`src/sv/load_based_power_mode_governor_assert.svh`:
```
// Assertion helpers shared by the governor RTL.
`ifndef LOAD_BASED_POWER_MODE_GOVERNOR_ASSERT_SVH
`define LOAD_BASED_POWER_MODE_GOVERNOR_ASSERT_SVH

// Same-cycle implication, held off during reset.
`define LBPMG_ASSERT_IMPL(label, clk, rst_n, pre, post) \
    label: assert property (@(posedge clk) disable iff (!(rst_n)) (pre) |-> (post)) \
        else $error("governor check failed: same-cycle implication");

// Next-cycle implication, held off during reset.
`define LBPMG_ASSERT_NEXT(label, clk, rst_n, pre, post) \
    label: assert property (@(posedge clk) disable iff (!(rst_n)) (pre) |=> (post)) \
        else $error("governor check failed: next-cycle implication");

`endif

```
`src/sv/lbpmg_pkg.sv`:
```
package lbpmg_pkg;

    localparam int NUM_CPUS      = 2;
    localparam int HISTORY_DEPTH = 4;
    localparam int FRAC_BITS     = 11;

    localparam int PCT           = 100;
    localparam int BAL_FALLBACK  = 50;
    localparam int MS_PER_SEC    = 1000;

    localparam int LOAD_W     = 7;
    localparam int CPU_IDX_W  = (NUM_CPUS > 1) ? $clog2(NUM_CPUS) : 1;
    localparam int HIST_IDX_W = $clog2(HISTORY_DEPTH);
    localparam int TOTAL_W    = $clog2(NUM_CPUS * PCT + 1);
    localparam int HSUM_W     = $clog2(HISTORY_DEPTH * PCT + 1);
    localparam int CNT_W      = $clog2(NUM_CPUS + 1);

    // input field widths and tdata offsets
    localparam int DELTA_W     = 32;
    localparam int LF_W        = 22;
    localparam int IRQ_W       = 32;
    localparam int MS_W        = 16;
    localparam int CPU_FIELD_W = 1 + 2 * DELTA_W;
    localparam int OFS_GLB     = NUM_CPUS * CPU_FIELD_W;
    localparam int OFS_LF      = OFS_GLB;
    localparam int OFS_IRQ     = OFS_LF + LF_W;
    localparam int OFS_MS      = OFS_IRQ + IRQ_W;
    localparam int OFS_UCHG    = OFS_MS + MS_W;
    localparam int S_TDATA_W   = ((OFS_UCHG + 1 + 7) / 8) * 8;

    // result field widths
    localparam int OUT_TOT_W = 8;
    localparam int BAL_W     = 15;
    localparam int AVG_W     = 18;
    localparam int AVG_CALC_W = LF_W + 8;
    localparam int RES_W     = 2 + 1 + 2 + 2 * OUT_TOT_W + BAL_W + AVG_W + IRQ_W;
    localparam int M_TDATA_W = ((RES_W + 7) / 8) * 8;

    // shared divider
    localparam int DIV_NUM_W  = 40;
    localparam int DIV_DEN_W  = 32;
    localparam int DIV_Q_W    = 32;
    localparam int DIV_CNT_W  = 6;
    localparam int LOAD_QBITS = LOAD_W;
    localparam int SECS_QBITS = 7;
    localparam int RATE_QBITS = 32;
    localparam int BAL_QBITS  = $clog2(PCT * NUM_CPUS * PCT + 1);

    // configuration port
    localparam int PADDR_W = 5;
    localparam int PDATA_W = 32;
    localparam int CFG_IDX_W = 3;

    localparam int ME_AUTO  = 0;
    localparam int ME_USER  = 1;
    localparam int ME_FORCE = 2;

    typedef enum logic [CFG_IDX_W-1:0] {
        REG_AVG_LOW     = 3'd0,
        REG_AVG_HIGH    = 3'd1,
        REG_UNBAL       = 3'd2,
        REG_TREND_UNBAL = 3'd3,
        REG_IDLE_TREND  = 3'd4,
        REG_INSTANT     = 3'd5,
        REG_IRQ_RATE    = 3'd6,
        REG_MODE_EN     = 3'd7
    } cfg_reg_t;

    typedef enum logic [1:0] {
        MODE_NORMAL = 2'd0,
        MODE_AUTO   = 2'd1,
        MODE_USER   = 2'd2,
        MODE_NONE   = 2'd3
    } mode_t;

    typedef enum logic [1:0] {
        DEC_NONE  = 2'd0,
        DEC_RAISE = 2'd1,
        DEC_LOWER = 2'd2
    } decision_t;

    typedef enum logic [3:0] {
        ST_IDLE,
        ST_LOAD,
        ST_LOAD_WAIT,
        ST_TREND,
        ST_BAL,
        ST_BAL_WAIT,
        ST_SECS,
        ST_SECS_WAIT,
        ST_RATE,
        ST_RATE_WAIT,
        ST_DECIDE
    } state_t;

    typedef struct packed {
        logic                 start;
        logic [DIV_NUM_W-1:0] num;
        logic [DIV_DEN_W-1:0] den;
        logic [DIV_CNT_W-1:0] qbits;
    } div_req_t;

    typedef struct packed {
        logic               busy;
        logic               done;
        logic [DIV_Q_W-1:0] quo;
    } div_rsp_t;

    // first member lands in the top bits, so chosen_mode sits at bit 0
    typedef struct packed {
        logic [M_TDATA_W-RES_W-1:0] pad;
        logic [IRQ_W-1:0]           irq_rate;
        logic [AVG_W-1:0]           avg_hundredths;
        logic [BAL_W-1:0]           balance_ratio;
        logic [OUT_TOT_W-1:0]       trend_total;
        logic [OUT_TOT_W-1:0]       instant_total;
        decision_t                  decision;
        logic                       apply_change;
        mode_t                      chosen_mode;
    } result_t;

endpackage

```
`src/sv/lbpmg_div.sv`:
```
// Restoring divider, one quotient bit per cycle. The caller sets qbits so
// that the quotient fits in qbits bits; the top of the dividend then
// starts out below the divisor.
module lbpmg_div
    import lbpmg_pkg::*;
(
    input  logic     aclk,
    input  logic     aresetn,
    input  div_req_t req,
    output div_rsp_t rsp
);

    logic                 busy_reg, busy_next;
    logic                 done_reg, done_next;
    logic [DIV_CNT_W-1:0] cnt_reg, cnt_next;
    logic [DIV_DEN_W-1:0] rem_reg, rem_next;
    logic [DIV_DEN_W-1:0] den_reg, den_next;
    logic [DIV_NUM_W-1:0] low_reg, low_next;
    logic [DIV_Q_W-1:0]   quo_reg, quo_next;

    logic [DIV_DEN_W:0]   shifted;
    logic [DIV_DEN_W+1:0] trial;
    logic                 fits;

    assign shifted = {rem_reg, low_reg[DIV_NUM_W-1]};
    assign trial   = {1'b0, shifted} - {2'b00, den_reg};
    assign fits    = !trial[DIV_DEN_W+1];

    always_comb begin
        busy_next = busy_reg;
        done_next = 1'b0;
        cnt_next  = cnt_reg;
        rem_next  = rem_reg;
        den_next  = den_reg;
        low_next  = low_reg;
        quo_next  = quo_reg;
        if (req.start) begin
            rem_next  = DIV_DEN_W'(req.num >> req.qbits);
            low_next  = req.num << (DIV_CNT_W'(DIV_NUM_W) - req.qbits);
            den_next  = req.den;
            quo_next  = '0;
            cnt_next  = req.qbits;
            busy_next = 1'b1;
        end else if (busy_reg) begin
            rem_next = fits ? trial[DIV_DEN_W-1:0] : shifted[DIV_DEN_W-1:0];
            quo_next = {quo_reg[DIV_Q_W-2:0], fits};
            low_next = low_reg << 1;
            cnt_next = cnt_reg - DIV_CNT_W'(1);
            if (cnt_reg == DIV_CNT_W'(1)) begin
                busy_next = 1'b0;
                done_next = 1'b1;
            end
        end
    end

    always_ff @(posedge aclk) begin
        if (!aresetn) begin
            busy_reg <= 1'b0;
            done_reg <= 1'b0;
            cnt_reg  <= '0;
        end else begin
            busy_reg <= busy_next;
            done_reg <= done_next;
            cnt_reg  <= cnt_next;
        end
    end

    always_ff @(posedge aclk) begin
        rem_reg <= rem_next;
        den_reg <= den_next;
        low_reg <= low_next;
        quo_reg <= quo_next;
    end

    assign rsp.busy = busy_reg;
    assign rsp.done = done_reg;
    assign rsp.quo  = quo_reg;

endmodule

```
`src/sv/load_based_power_mode_governor.sv`:
```
// Load-based power mode governor: one input item per sampling tick.
// s_ channel: per-CPU online flag with wall/idle deltas, load average,
// interrupt delta, elapsed milliseconds and a user-settings flag.
// m_ channel: chosen mode, apply flag, raise/lower decision and the load
// figures behind it. APB port holds the thresholds and mode enables.
// One shared restoring divider (one quotient bit per cycle) does the long
// division: per-CPU load percent (7 bits each), balance ratio (15 bits),
// seconds from milliseconds (7 bits) and interrupt rate (32 bits).
// How long an item takes from accept to the registered result depends on
// the divisions it needs, from none (nothing to divide) to all of them (both
// CPUs valid, balance and rate divided); s_tready is high only while the sequencer idles.
// The result sits in an output register, so the next item is taken while
// it waits; a stalled m_tready holds the sequencer at its final step until
// the output register frees up.
// Reset: configuration registers return to their defaults, every history slot reads 100,
// current mode is "none", and the first item after reset reports a zero
// interrupt rate.
module load_based_power_mode_governor
    import lbpmg_pkg::*;
(
    input  logic                 aclk,
    input  logic                 aresetn,
    // s_tdata, low bit up: cpu0_online, cpu0_wall_delta, cpu0_idle_delta,
    // cpu1_online, cpu1_wall_delta, cpu1_idle_delta, load_fixed, irq_delta,
    // elapsed_ms, user_changed, zero pad
    input  logic                 s_tvalid,
    output logic                 s_tready,
    input  logic [S_TDATA_W-1:0] s_tdata,
    // m_tdata, low bit up: chosen_mode, apply_change, decision,
    // instant_total, trend_total, balance_ratio, avg_hundredths, irq_rate,
    // zero pad
    output logic                 m_tvalid,
    input  logic                 m_tready,
    output logic [M_TDATA_W-1:0] m_tdata,
    input  logic                 psel,
    input  logic                 penable,
    input  logic                 pwrite,
    input  logic [PADDR_W-1:0]   paddr,
    input  logic [PDATA_W-1:0]   pwdata,
    output logic [PDATA_W-1:0]   prdata,
    output logic                 pready
);

    // ---------------- configuration registers ----------------
    logic [AVG_W-1:0] avg_low_reg, avg_high_reg;
    logic [15:0]      unbal_reg;
    logic [7:0]       trend_unbal_reg, idle_trend_reg, instant_lim_reg;
    logic [IRQ_W-1:0] irq_lim_reg;
    logic [2:0]       mode_en_reg;
    cfg_reg_t         cfg_idx;
    logic             cfg_we;

    assign pready  = 1'b1;
    assign cfg_idx = cfg_reg_t'(paddr[PADDR_W-1:2]);
    assign cfg_we  = psel && penable && pwrite && pready;

    always_ff @(posedge aclk) begin
        if (!aresetn) begin
            avg_low_reg     <= AVG_W'(175);
            avg_high_reg    <= AVG_W'(450);
            unbal_reg       <= 16'd210;
            trend_unbal_reg <= 8'd40;
            idle_trend_reg  <= 8'd5;
            instant_lim_reg <= 8'd85;
            irq_lim_reg     <= IRQ_W'(1000);
            mode_en_reg     <= 3'd0;
        end else if (cfg_we) begin
            case (cfg_idx)
                REG_AVG_LOW:     avg_low_reg     <= pwdata[AVG_W-1:0];
                REG_AVG_HIGH:    avg_high_reg    <= pwdata[AVG_W-1:0];
                REG_UNBAL:       unbal_reg       <= pwdata[15:0];
                REG_TREND_UNBAL: trend_unbal_reg <= pwdata[7:0];
                REG_IDLE_TREND:  idle_trend_reg  <= pwdata[7:0];
                REG_INSTANT:     instant_lim_reg <= pwdata[7:0];
                REG_IRQ_RATE:    irq_lim_reg     <= pwdata[IRQ_W-1:0];
                REG_MODE_EN:     mode_en_reg     <= pwdata[2:0];
                default: ;
            endcase
        end
    end

    always_comb begin
        case (cfg_idx)
            REG_AVG_LOW:     prdata = PDATA_W'(avg_low_reg);
            REG_AVG_HIGH:    prdata = PDATA_W'(avg_high_reg);
            REG_UNBAL:       prdata = PDATA_W'(unbal_reg);
            REG_TREND_UNBAL: prdata = PDATA_W'(trend_unbal_reg);
            REG_IDLE_TREND:  prdata = PDATA_W'(idle_trend_reg);
            REG_INSTANT:     prdata = PDATA_W'(instant_lim_reg);
            REG_IRQ_RATE:    prdata = irq_lim_reg;
            REG_MODE_EN:     prdata = PDATA_W'(mode_en_reg);
            default:         prdata = '0;
        endcase
    end

    // ---------------- captured item ----------------
    logic                online_reg [NUM_CPUS];
    logic [DELTA_W-1:0]  wall_reg   [NUM_CPUS];
    logic [DELTA_W-1:0]  idle_reg   [NUM_CPUS];
    logic [LF_W-1:0]     lf_reg;
    logic [IRQ_W-1:0]    irqd_reg;
    logic [MS_W-1:0]     ems_reg;
    logic                uchg_reg;
    logic                s_accept;

    assign s_accept = s_tvalid && s_tready;

    always_ff @(posedge aclk) begin
        if (s_accept) begin
            for (int c = 0; c < NUM_CPUS; c++) begin
                online_reg[c] <= s_tdata[c*CPU_FIELD_W];
                wall_reg[c]   <= s_tdata[c*CPU_FIELD_W+1 +: DELTA_W];
                idle_reg[c]   <= s_tdata[c*CPU_FIELD_W+1+DELTA_W +: DELTA_W];
            end
            lf_reg   <= s_tdata[OFS_LF +: LF_W];
            irqd_reg <= s_tdata[OFS_IRQ +: IRQ_W];
            ems_reg  <= s_tdata[OFS_MS +: MS_W];
            uchg_reg <= s_tdata[OFS_UCHG];
        end
    end

    // ---------------- state ----------------
    state_t                state_reg, state_next;
    logic [CPU_IDX_W-1:0]  cpu_idx_reg, cpu_idx_next;
    logic [TOTAL_W-1:0]    instant_reg, instant_next;
    logic [TOTAL_W-1:0]    trend_reg, trend_next;
    logic [LOAD_W-1:0]     min_reg, min_next;
    logic [CNT_W-1:0]      cnt_reg, cnt_next;
    logic                  any_reg, any_next;
    logic [BAL_W-1:0]      bal_reg, bal_next;
    logic [AVG_W-1:0]      avg_reg, avg_next;
    logic [SECS_QBITS-1:0] secs_reg, secs_next;
    logic [IRQ_W-1:0]      rate_reg, rate_next;
    mode_t                 cur_mode_reg, cur_mode_next;
    logic                  seen_reg, seen_next;
    logic                  pend_reg, pend_next;
    logic                  m_valid_reg, m_valid_next;
    result_t               res_reg, res_next;

    logic [LOAD_W-1:0]     hist_reg [NUM_CPUS][HISTORY_DEPTH];
    logic [HIST_IDX_W-1:0] slot_reg [NUM_CPUS];
    logic                  hist_we;

    div_req_t div_req;
    div_rsp_t div_rsp;

    lbpmg_div u_div (
        .aclk    (aclk),
        .aresetn (aresetn),
        .req     (div_req),
        .rsp     (div_rsp)
    );

    // current CPU sample
    logic               cur_ok, last_cpu, out_free, commit;
    logic [DELTA_W-1:0] cur_wall, cur_idle;

    assign cur_wall = wall_reg[cpu_idx_reg];
    assign cur_idle = idle_reg[cpu_idx_reg];
    assign cur_ok   = online_reg[cpu_idx_reg] && (cur_wall != '0) && (cur_wall >= cur_idle);
    assign last_cpu = (cpu_idx_reg == CPU_IDX_W'(NUM_CPUS - 1));
    assign out_free = !m_valid_reg || m_tready;
    assign commit   = (state_reg == ST_DECIDE) && out_free;
    assign s_tready = (state_reg == ST_IDLE);

    // ring averages; order inside the ring does not matter for the sum
    logic [HSUM_W-1:0] ring_sum [NUM_CPUS];
    logic [LOAD_W-1:0] ring_avg [NUM_CPUS];
    logic [TOTAL_W-1:0] trend_calc;
    logic [LOAD_W-1:0]  min_calc;
    logic [CNT_W-1:0]   cnt_calc;
    logic               any_calc;

    always_comb begin
        for (int c = 0; c < NUM_CPUS; c++) begin
            ring_sum[c] = '0;
            for (int k = 0; k < HISTORY_DEPTH; k++) begin
                ring_sum[c] = ring_sum[c] + HSUM_W'(hist_reg[c][k]);
            end
            ring_avg[c] = LOAD_W'(ring_sum[c] / HISTORY_DEPTH);
        end
    end

    always_comb begin
        trend_calc = '0;
        min_calc   = '0;
        cnt_calc   = '0;
        any_calc   = 1'b0;
        for (int c = 0; c < NUM_CPUS; c++) begin
            if (online_reg[c]) begin
                trend_calc = trend_calc + TOTAL_W'(ring_avg[c]);
                if (!any_calc || ring_avg[c] < min_calc) begin
                    min_calc = ring_avg[c];
                end
                any_calc = 1'b1;
                cnt_calc = cnt_calc + CNT_W'(1);
            end
        end
    end

    // load average in hundredths
    logic [AVG_CALC_W-1:0] avg_int, avg_frac, avg_calc;

    assign avg_int  = AVG_CALC_W'(lf_reg >> FRAC_BITS) * AVG_CALC_W'(PCT);
    assign avg_frac = (AVG_CALC_W'(lf_reg[FRAC_BITS-1:0]) * AVG_CALC_W'(PCT)) >> FRAC_BITS;
    assign avg_calc = avg_int + avg_frac;

    // decision cascade
    logic      auto_en, user_en, user_forced, pend_eff, inc, dec, apply;
    mode_t     chosen;
    decision_t decision;

    assign auto_en     = mode_en_reg[ME_AUTO];
    assign user_en     = mode_en_reg[ME_USER];
    assign user_forced = user_en && mode_en_reg[ME_FORCE];
    assign pend_eff    = pend_reg || uchg_reg;

    always_comb begin
        inc = 1'b0;
        dec = 1'b0;
        if (instant_reg > instant_lim_reg || rate_reg > irq_lim_reg) begin
            inc = 1'b1;
        end else if (!user_en && auto_en) begin
            if (avg_reg > avg_high_reg) begin
                inc = 1'b1;
            end else if (trend_reg < idle_trend_reg) begin
                dec = 1'b1;
            end else if (bal_reg > unbal_reg && trend_reg < trend_unbal_reg) begin
                dec = 1'b1;
            end else if (avg_reg < avg_low_reg) begin
                dec = 1'b1;
            end else if (pend_eff) begin
                dec = 1'b1;
            end
        end else begin
            dec = 1'b1;
        end

        chosen = MODE_NONE;
        if (dec) begin
            if (user_en) begin
                chosen = MODE_USER;
            end else if (auto_en) begin
                chosen = MODE_AUTO;
            end
        end else if (inc && !user_forced) begin
            chosen = MODE_NORMAL;
        end

        apply = (chosen != MODE_NONE) &&
                ((chosen != cur_mode_reg) || (pend_eff && chosen == MODE_USER));

        if (dec) begin
            decision = DEC_LOWER;
        end else if (inc) begin
            decision = DEC_RAISE;
        end else begin
            decision = DEC_NONE;
        end
    end

    // sequencer: next state
    always_comb begin
        state_next = state_reg;
        case (state_reg)
            ST_IDLE: begin
                if (s_accept) state_next = ST_LOAD;
            end
            ST_LOAD: begin
                if (cur_ok) state_next = ST_LOAD_WAIT;
                else if (last_cpu) state_next = ST_TREND;
            end
            ST_LOAD_WAIT: begin
                if (div_rsp.done) state_next = last_cpu ? ST_TREND : ST_LOAD;
            end
            ST_TREND: state_next = ST_BAL;
            ST_BAL: begin
                if (any_reg && min_reg > idle_trend_reg) state_next = ST_BAL_WAIT;
                else state_next = ST_SECS;
            end
            ST_BAL_WAIT: begin
                if (div_rsp.done) state_next = ST_SECS;
            end
            ST_SECS: begin
                state_next = seen_reg ? ST_SECS_WAIT : ST_DECIDE;
            end
            ST_SECS_WAIT: begin
                if (div_rsp.done) state_next = ST_RATE;
            end
            ST_RATE: begin
                state_next = (secs_reg != '0) ? ST_RATE_WAIT : ST_DECIDE;
            end
            ST_RATE_WAIT: begin
                if (div_rsp.done) state_next = ST_DECIDE;
            end
            ST_DECIDE: begin
                if (out_free) state_next = ST_IDLE;
            end
            default: state_next = ST_IDLE;
        endcase
    end

    // sequencer: datapath and divider requests
    always_comb begin
        cpu_idx_next  = cpu_idx_reg;
        instant_next  = instant_reg;
        trend_next    = trend_reg;
        min_next      = min_reg;
        cnt_next      = cnt_reg;
        any_next      = any_reg;
        bal_next      = bal_reg;
        avg_next      = avg_reg;
        secs_next     = secs_reg;
        rate_next     = rate_reg;
        cur_mode_next = cur_mode_reg;
        seen_next     = seen_reg;
        pend_next     = pend_reg;
        res_next      = res_reg;
        m_valid_next  = m_valid_reg && !m_tready;
        hist_we       = 1'b0;
        div_req       = '0;
        case (state_reg)
            ST_IDLE: begin
                if (s_accept) begin
                    cpu_idx_next = '0;
                    instant_next = '0;
                end
            end
            ST_LOAD: begin
                if (cur_ok) begin
                    div_req.start = 1'b1;
                    div_req.num   = DIV_NUM_W'(cur_wall - cur_idle) * DIV_NUM_W'(PCT);
                    div_req.den   = DIV_DEN_W'(cur_wall);
                    div_req.qbits = DIV_CNT_W'(LOAD_QBITS);
                end else if (!last_cpu) begin
                    cpu_idx_next = cpu_idx_reg + CPU_IDX_W'(1);
                end
            end
            ST_LOAD_WAIT: begin
                if (div_rsp.done) begin
                    hist_we      = 1'b1;
                    instant_next = instant_reg + TOTAL_W'(div_rsp.quo[LOAD_W-1:0]);
                    if (!last_cpu) cpu_idx_next = cpu_idx_reg + CPU_IDX_W'(1);
                end
            end
            ST_TREND: begin
                trend_next = trend_calc;
                min_next   = min_calc;
                cnt_next   = cnt_calc;
                any_next   = any_calc;
                avg_next   = AVG_W'(avg_calc);
            end
            ST_BAL: begin
                if (any_reg && min_reg > idle_trend_reg) begin
                    div_req.start = 1'b1;
                    div_req.num   = DIV_NUM_W'(trend_reg) * DIV_NUM_W'(PCT);
                    div_req.den   = DIV_DEN_W'(min_reg);
                    div_req.qbits = DIV_CNT_W'(BAL_QBITS);
                end else if (any_reg) begin
                    bal_next = BAL_W'(BAL_FALLBACK << cnt_reg);
                end else begin
                    bal_next = '0;
                end
            end
            ST_BAL_WAIT: begin
                if (div_rsp.done) bal_next = div_rsp.quo[BAL_W-1:0];
            end
            ST_SECS: begin
                if (seen_reg) begin
                    div_req.start = 1'b1;
                    div_req.num   = DIV_NUM_W'(ems_reg);
                    div_req.den   = DIV_DEN_W'(MS_PER_SEC);
                    div_req.qbits = DIV_CNT_W'(SECS_QBITS);
                end else begin
                    rate_next = '0;
                end
            end
            ST_SECS_WAIT: begin
                if (div_rsp.done) secs_next = div_rsp.quo[SECS_QBITS-1:0];
            end
            ST_RATE: begin
                if (secs_reg != '0) begin
                    div_req.start = 1'b1;
                    div_req.num   = DIV_NUM_W'(irqd_reg);
                    div_req.den   = DIV_DEN_W'(secs_reg);
                    div_req.qbits = DIV_CNT_W'(RATE_QBITS);
                end else begin
                    rate_next = '1;
                end
            end
            ST_RATE_WAIT: begin
                if (div_rsp.done) rate_next = div_rsp.quo[IRQ_W-1:0];
            end
            ST_DECIDE: begin
                if (out_free) begin
                    res_next.pad            = '0;
                    res_next.irq_rate       = rate_reg;
                    res_next.avg_hundredths = avg_reg;
                    res_next.balance_ratio  = bal_reg;
                    res_next.trend_total    = OUT_TOT_W'(trend_reg);
                    res_next.instant_total  = OUT_TOT_W'(instant_reg);
                    res_next.decision       = decision;
                    res_next.apply_change   = apply;
                    res_next.chosen_mode    = chosen;
                    m_valid_next            = 1'b1;
                    seen_next               = 1'b1;
                    pend_next               = (chosen != MODE_NONE) ? 1'b0 : pend_eff;
                    if (apply) cur_mode_next = chosen;
                end
            end
            default: ;
        endcase
    end

    always_ff @(posedge aclk) begin
        if (!aresetn) begin
            state_reg    <= ST_IDLE;
            cpu_idx_reg  <= '0;
            cur_mode_reg <= MODE_NONE;
            seen_reg     <= 1'b0;
            pend_reg     <= 1'b0;
            m_valid_reg  <= 1'b0;
        end else begin
            state_reg    <= state_next;
            cpu_idx_reg  <= cpu_idx_next;
            cur_mode_reg <= cur_mode_next;
            seen_reg     <= seen_next;
            pend_reg     <= pend_next;
            m_valid_reg  <= m_valid_next;
        end
    end

    always_ff @(posedge aclk) begin
        instant_reg <= instant_next;
        trend_reg   <= trend_next;
        min_reg     <= min_next;
        cnt_reg     <= cnt_next;
        any_reg     <= any_next;
        bal_reg     <= bal_next;
        avg_reg     <= avg_next;
        secs_reg    <= secs_next;
        rate_reg    <= rate_next;
        res_reg     <= res_next;
    end

    // per-CPU load rings
    always_ff @(posedge aclk) begin
        if (!aresetn) begin
            for (int c = 0; c < NUM_CPUS; c++) begin
                slot_reg[c] <= '0;
                for (int k = 0; k < HISTORY_DEPTH; k++) begin
                    hist_reg[c][k] <= LOAD_W'(PCT);
                end
            end
        end else if (hist_we) begin
            hist_reg[cpu_idx_reg][slot_reg[cpu_idx_reg]] <= div_rsp.quo[LOAD_W-1:0];
            if (slot_reg[cpu_idx_reg] == HIST_IDX_W'(HISTORY_DEPTH - 1)) begin
                slot_reg[cpu_idx_reg] <= '0;
            end else begin
                slot_reg[cpu_idx_reg] <= slot_reg[cpu_idx_reg] + HIST_IDX_W'(1);
            end
        end
    end

    assign m_tvalid = m_valid_reg;
    assign m_tdata  = res_reg;

    // ---------------- checks ----------------
`include "load_based_power_mode_governor_assert.svh"

    `LBPMG_ASSERT_IMPL(a_div_start_free, aclk, aresetn, div_req.start, !div_rsp.busy)
    `LBPMG_ASSERT_IMPL(a_accept_div_quiet, aclk, aresetn, s_accept, !div_rsp.busy && !div_rsp.done)
    `LBPMG_ASSERT_NEXT(a_pend_cleared, aclk, aresetn, commit && chosen != MODE_NONE, !pend_reg)
    `LBPMG_ASSERT_IMPL(a_apply_has_mode, aclk, aresetn, m_valid_reg && res_reg.apply_change, res_reg.chosen_mode != MODE_NONE)

endmodule

```
`config.mk`:
```
export PLATFORM = sky130hd
export DESIGN_NAME = load_based_power_mode_governor
export DESIGN_NICKNAME = d
export VERILOG_FILES = /design/src/sv/lbpmg_pkg.sv /design/src/sv/lbpmg_div.sv /design/src/sv/load_based_power_mode_governor.sv
export VERILOG_INCLUDE_DIRS = /design/src /design/src/sv
export SDC_FILE = /design/constraint.sdc
export NUM_CORES = 2
export LEC_CHECK = 0
export BUFFER_PORTS_ARGS = -buffer_cell sky130_fd_sc_hd__buf_2
export CAP_MARGIN = 20
export CORE_MARGIN = 1
export CORE_UTILIZATION = 30
export CTS_BUF_LIST = sky130_fd_sc_hd__clkbuf_4 sky130_fd_sc_hd__clkbuf_8
export DETAILED_ROUTE_END_ITERATION = 16
export HOLD_SLACK_MARGIN = 0.08
export REMOVE_ABC_BUFFERS = 1
export SETUP_SLACK_MARGIN = 0.15
export SYNTH_ARGS = -nofsm -noshare
export SYNTH_HDL_FRONTEND = slang
export SYNTH_SLANG_ARGS = --single-unit
export TNS_END_PERCENT = 50
```
`constraint.sdc`:
```
create_clock -name aclk -period 9.6 [get_ports aclk]
set_input_delay 0.48 -clock aclk [delete_from_list [all_inputs] [get_ports aclk]]
set_output_delay 0.48 -clock aclk [all_outputs]
set_load 0.05 [all_outputs]
```
---- Word-level counts from Yosys, hierarchy flattened ----
Memories as Yosys holds them, arrays and structs flattened. A register that Yosys moved wholly into a read port is not among the register bits.
Index checks and enable logic that the tools add are counted.
operators by class
  multiply operators ...................... 4
  reductions and logical operators ........ 53
  add/sub/neg operators ................... 16
  equal/unequal tests ..................... 33
  divide/modulo/power cells ............... 0
  bitwise operators ....................... 4
  shift-type cells ........................ 3
  $lt $le $gt $ge ......................... 12
  multiplexer cells ....................... 105
operators with widths
  kind                                                number
  2-to-1 mux 79 bit                                   4
  case mux 79 bit (4 select lines)                    1
  case mux 32 bit (8 select lines)                    1
  2-to-1 mux 32 bit                                   6
  case mux 32 bit (3 select lines)                    1
  2-to-1 mux 28 bit                                   3
  2-to-1 mux 40 bit                                   2
  2-to-1 mux 1 bit                                    50
  2-to-1 mux 15 bit                                   3
  case mux 4 bit (11 select lines)                    1
  multiplier 40 x 5 -> 38 bit, second input constant  1
  << shifter 40 x 6 -> 40 bit                         1
  right shift 40 x 6 -> 32 bit                        1
  2-to-1 mux 4 bit                                    9
  2-to-1 mux 7 bit                                    5
  subtractor 33 x 32 -> 34 bit                        1
  subtractor 32 x 32 -> 33 bit                        1
  >= comparator 32 bit                                1
  greater-than comparator 32 bit                      1
  multiplier 11 x 5 -> 16 bit, second input constant  2
  nonzero test 32 bit                                 1
  case mux 15 bit (2 select lines)                    1
  OR reduction 28 bit                                 1
  2-to-1 mux 8 bit                                    3
  other kinds (55)                                    129
storage, ports and cells
  word-level logic and storage cells ...... 277
  output and inout bits ................... 123
  bits in latches ......................... 0
  RAM bits ................................ 190
  bits of input ports ..................... 252
  flip-flop bits (word level) ............. 520
  memories ................................ 5
  ROM bits ................................ 0
memories
  name        depth  width  read ports  clocked after Yosys merged registers in  wr ports  line                                   text
  idle_reg    2      32     1           1                                        2         load_based_power_mode_governor.sv:99   logic [DELTA_W-1:0] idle_reg [NUM_CPUS];
  wall_reg    2      32     1           1                                        2         load_based_power_mode_governor.sv:98   logic [DELTA_W-1:0] wall_reg [NUM_CPUS];
  hist_reg    2      28     2           0                                        2         load_based_power_mode_governor.sv:140  logic [LOAD_W-1:0] hist_reg [NUM_CPUS][HISTORY_DEPTH];
  slot_reg    2      2      1           1                                        2         load_based_power_mode_governor.sv:141  logic [HIST_IDX_W-1:0] slot_reg [NUM_CPUS];
  online_reg  2      1      3           1                                        2         load_based_power_mode_governor.sv:97   logic online_reg [NUM_CPUS];

---- Depth between registers and ports, before layout ----
  word-level depth ........................ 14
  depth in mapped cells ................... 33
  mapped depth without buffers ............ 29

---- Modules after synthesis ----
Synthesis repeated with hierarchy kept, for this count alone.
second synthesis, totals
  cells, all modules ...................... 4481
  area, all modules ....................... 45590.0 µm²
modules (own cells, without submodules)
  module                          area each (µm²)  cells each  seq. area each (µm²)  instances
  load_based_power_mode_governor  33955.1          3228        15805.2               1
  lbpmg_div                       11634.9          1253        3923.8                1

---- Worst setup path after synthesis ----
Ideal clock, no wire load.
  path type ............................... reg-to-reg
  start ................................... reg with a tool-made name
  end ..................................... reg u_div.rem_reg[26] (data pin)
  buffers on the path ..................... 5
  data required time ...................... 9336 ps
  setup slack ............................. 2084 ps
  stages on the path, launching flop included .. 34
  period minus slack after synthesis ...... 7516 ps
  library setup time ...................... 264 ps
  arrival ................................. 7252 ps
  cells stage by stage .................... dfxtp_1 -> clkbuf_1 -> buf_1 -> clkbuf_1 -> buf_1 -> mux2i_1 -> ha_1 -> nor2b_1 -> o31a_1 -> o41ai_1 -> o21bai_1 -> a21oi_1 -> nor2_1 -> o21ai_0 -> nand2b_1 -> a21oi_1 -> xnor2_1 -> ha_1 -> ha_1 -> inv_1 -> fa_1 -> inv_1 -> ha_1 -> clkbuf_1 -> a21o_1 -> a31o_2 -> nor2b_1 -> nor2_1 -> o311a_1 -> o41ai_1 -> a21boi_0 -> xnor2_1 -> a32oi_1 -> o21ai_0
RTL lines
  element                 line             text
  end signal: assignment  lbpmg_div.sv:69  rem_reg <= rem_next;
  end: declaration        lbpmg_div.sv:16  logic [DIV_DEN_W-1:0] rem_reg, rem_next;

==> load_flow_metrics.sql <==
INSERT INTO impl_metrics (metric_group, metric, value, unit) VALUES
('run_status', 'status', 'completed', ''),
('detailed_routing', 'routed_wire_length_per_instance', '19.89', 'um'),
('die', 'ioPinCount', '375', ''),
('global_route', 'globalRouteMet2Util', '28.24', '%'),
('pwr', 'p_leak', '0.02026', 'uW'),
('cells_and_area', 'post_layout_nonfiller_instances', '6477', ''),
('detailed_routing', 'drc_errors', '0', ''),
('synthesis', 'synth.lib_cells_used.distinct', '84', ''),
('sta', 'finalWorstPathRequiredPeriod', '8.069', 'ns'),
('clocking', 'number_of_buffers_inserted_during_clock_tree_synthesis', '135', ''),
('cells_and_area', 'finalCoreUtilization', '36.90', '%'),
('clocking', 'clk-insertion-delay-late', '0.86', 'ns'),
('setup_path', 'required', '10.18', 'ns'),
('setup_path', 'worst_path_max_delay_cell', 'sky130_fd_sc_hd__o41ai_1', ''),
('die', 'chipHeight', '374.9', 'um'),
('setup_path', 'arrival', '8.65', 'ns'),
('sta', 'fmax', '123.9', 'MHz'),
('cells_and_area', 'area_growth_syn_to_layout', '21.72', '%'),
('place', 'global_placer_s_final_weighted_congestion', '0.9099', ''),
('detailed_routing', 'via_per_inst', '4.981', ''),
('clocking', 'clock_root_buffer', 'sky130_fd_sc_hd__clkbuf_8', ''),
('setup_path', 'startpoint_type', 'flip-flop', ''),
('sta', 'maxSlewViolCount', '0', ''),
('place', 'dp_slack', '1.663', 'ns'),
('global_route', 'globalRouteMet3Util', '3.857', '%'),
('place', 'placed_cells', '5990', ''),
('detailed_routing', 'ant_nets', '0', ''),
('sta', 'setup_viol', '0', ''),
('run', 'drv_cap', '0', ''),
('clocking', 'cts_tree', 'done', ''),
('synthesis', 'ys_ff_latch', '711', ''),
('die', 'initial_core_utilization', '30.31', '%'),
('synthesis', 'synth_sequential_area_ratio', '47.28', '%'),
('detailed_routing', 'dr_total_vias', '32260', ''),
('global_route', 'grt_most_used_layer', 'met2', ''),
('setup_path', 'worstPathMaxFanout', '29', ''),
('synthesis', 'count_of_flip_flops_with_a_built_in_enable_after_synthesis', '549', ''),
('global_route', 'grt_util_all_layers', '17.92', '%'),
('synthesis', 'synth.cell_area', '41730', 'sq um'),
('sta', 'clock_skew', '0.03976', 'ns'),
('hold_path', 'hold_start', 'aresetn', ''),
('clocking', 'htree_levels', '4', ''),
('die', 'fp.dieW', '374.9', 'um'),
('sta', 'fin_setup_tns', '0', 'ns'),
('pwr', 'power_density', '411.5', 'nW/um^2'),
('global_route', 'grt.overflow.total', '0', ''),
('cells_and_area', 'design.final.nets', '5321', ''),
('pwr', 'vdd.ir_drop.worst', '0.0007005', 'V'),
('cells_and_area', 'largest_register_ffs', '86', ''),
('sta', 'final_critical_path_setup_slack', '1.531', 'ns'),
('global_route', 'grt_pass1_vias', '31800', ''),
('synthesis', 'synth_async_sr_flop_share', '0', '%'),
('sta', 'timing_hold_violations_final', '0', ''),
('cells_and_area', 'final_layout_size_suffix_gt1_share', '14.93', '%'),
('setup_path', 'criticalPathCategory', 'flip-flop to flip-flop', ''),
('clocking', 'clock-sinks', '711', ''),
('die', 'fp-row-count', '136', ''),
('synthesis', 'yosysWarningCount', '0', ''),
('die', 'area_of_the_placeable_core', '137700', 'sq um'),
('clocking', 'cts_buffer_depth', '3', ''),
('synthesis', 'synth_cells', '3945', ''),
('global_route', 'grt_max_degree', '128', ''),
('place', 'buffer_ports.inserted', '362', ''),
('clocking', 'post_cts_resized', '0', ''),
('clocking', 'cts_setup_buffers', '0', ''),
('die', 'floorplan.die_area', '140600', 'sq um'),
('detailed_routing', 'detailedRoute.firstPassIterationCount', '7', ''),
('sta', 'rsz_0062_raised_after_global_routing', 'false', ''),
('global_route', 'first_pass_grt_wire_length', '191200', 'um'),
('detailed_routing', 'route.final.wire_length', '128800', 'um'),
('setup_path', 'end_kind', 'flip-flop', '');
-- repair_timing --
| action | 4_1_cts | 5_1_grt |
|---|---|---|
| setup endpoints to repair | 0 | 0 |
| hold buffers | 234 | 0 |
| endpoints found under the hold margin | 313 | 0 |
-- power breakdown --
group | switching, uW | leakage [uW] | internal [uW]
registers | 204 | 0.00635 | 3760
clock network | 1390 | 0.00150 | 1800
logic | 8280 | 0.0124 | 5480
-- path summary, 6_finish.rpt --
kind / depth (start not counted) / slack, ns / end
worst min-delay path: 3 / 0.22 / slot_reg[0][0]
worst min register to register: 2 / 0.45 / unbal_reg[2]
worst max-delay path: 27 / 1.53 / u_div.rem_reg[26]
worst max register to register: 27 / 1.53 / u_div.rem_reg[26]
-- stage by stage --
step | area [sq um] | power, uW
2_1_floorplan | 41170 | 14140
3_3_place_gp | 45530 | 17280
3_5_place_dp | 45530 | 17460
4_1_cts | 50730 | 20860
5_1_grt | 50790 | 22700
6_report | 50790 | 20900
-- cells in the mapped netlist, types with 36 or more instances --
| library cell | number | area, sq um |
|---|---|---|
| sky130_fd_sc_hd__edfxtp_1 | 549 | 16490 |
| sky130_fd_sc_hd__ha_1 | 421 | 5268 |
| sky130_fd_sc_hd__inv_1 | 400 | 1501 |
| sky130_fd_sc_hd__nand2_1 | 379 | 1423 |
| sky130_fd_sc_hd__a21oi_1 | 300 | 1501 |
| sky130_fd_sc_hd__nor2_1 | 280 | 1051 |
| sky130_fd_sc_hd__o21ai_0 | 168 | 840.8 |
| sky130_fd_sc_hd__dfxtp_1 | 162 | 3243 |
| sky130_fd_sc_hd__clkbuf_1 | 118 | 442.9 |
| sky130_fd_sc_hd__mux2i_1 | 109 | 1091 |
| sky130_fd_sc_hd__xnor2_1 | 84 | 735.7 |
| sky130_fd_sc_hd__a21o_1 | 79 | 593.1 |
| sky130_fd_sc_hd__fa_1 | 79 | 1582 |
| sky130_fd_sc_hd__xor2_1 | 63 | 551.8 |
| sky130_fd_sc_hd__nand3_1 | 60 | 300.3 |
| sky130_fd_sc_hd__nor3_1 | 55 | 275.3 |
| sky130_fd_sc_hd__o211ai_1 | 47 | 352.8 |
| sky130_fd_sc_hd__nand4_1 | 38 | 237.7 |
| sky130_fd_sc_hd__mux2_2 | 36 | 405.4 |
-- area by class of cell --
type,count,area [sq um],share of cell area [%]
repair buffers,628,4427,8.716
clock inverters,45,416.7,0.8203
flip-flops and latches,711,19730,38.85
clock buffers,199,2432,4.789
diodes,7,17.52,0.03449
well taps,1794,2245,4.419
multi-input cells,2688,19990,39.35
inverters,405,1533,3.018
-- cells by family after synthesis --
| group | count (synthesis) | share of synthesized area, % |
|---|---|---|
| other cells | 2 | 0.01800 |
| fa+ha+maj | 500 | 16.41 |
| xor+xnor | 147 | 3.086 |
| flops | 711 | 47.28 |
| compound gates | 894 | 13.65 |
| simple gates | 996 | 10.81 |
| mux | 148 | 3.748 |
| buf+inv | 547 | 4.996 |
-- worst max-delay path, delay by kind of cell, from the launching register on --
kind,cells,cell delay (ns)
compound gates,12,3.46
xor+xnor,2,0.48
fa+ha+maj,6,2.02
buf+inv,3,0.21
flops,1,0.66
mux,1,0.60
simple gates,3,0.30
-- per-layer routing --
metal / part of all wire [%] / up-vias / routed length, um
met2: 45 / 1094 / 57960
met4: 2.7 / 12 / 3524
li1: - / 15470 / -
met1: 46 / 15470 / 58710
met3: 6.7 / 225 / 8570
met5: 0.053 / - / 68
Note: power is estimated with default switching activity, not from simulation.
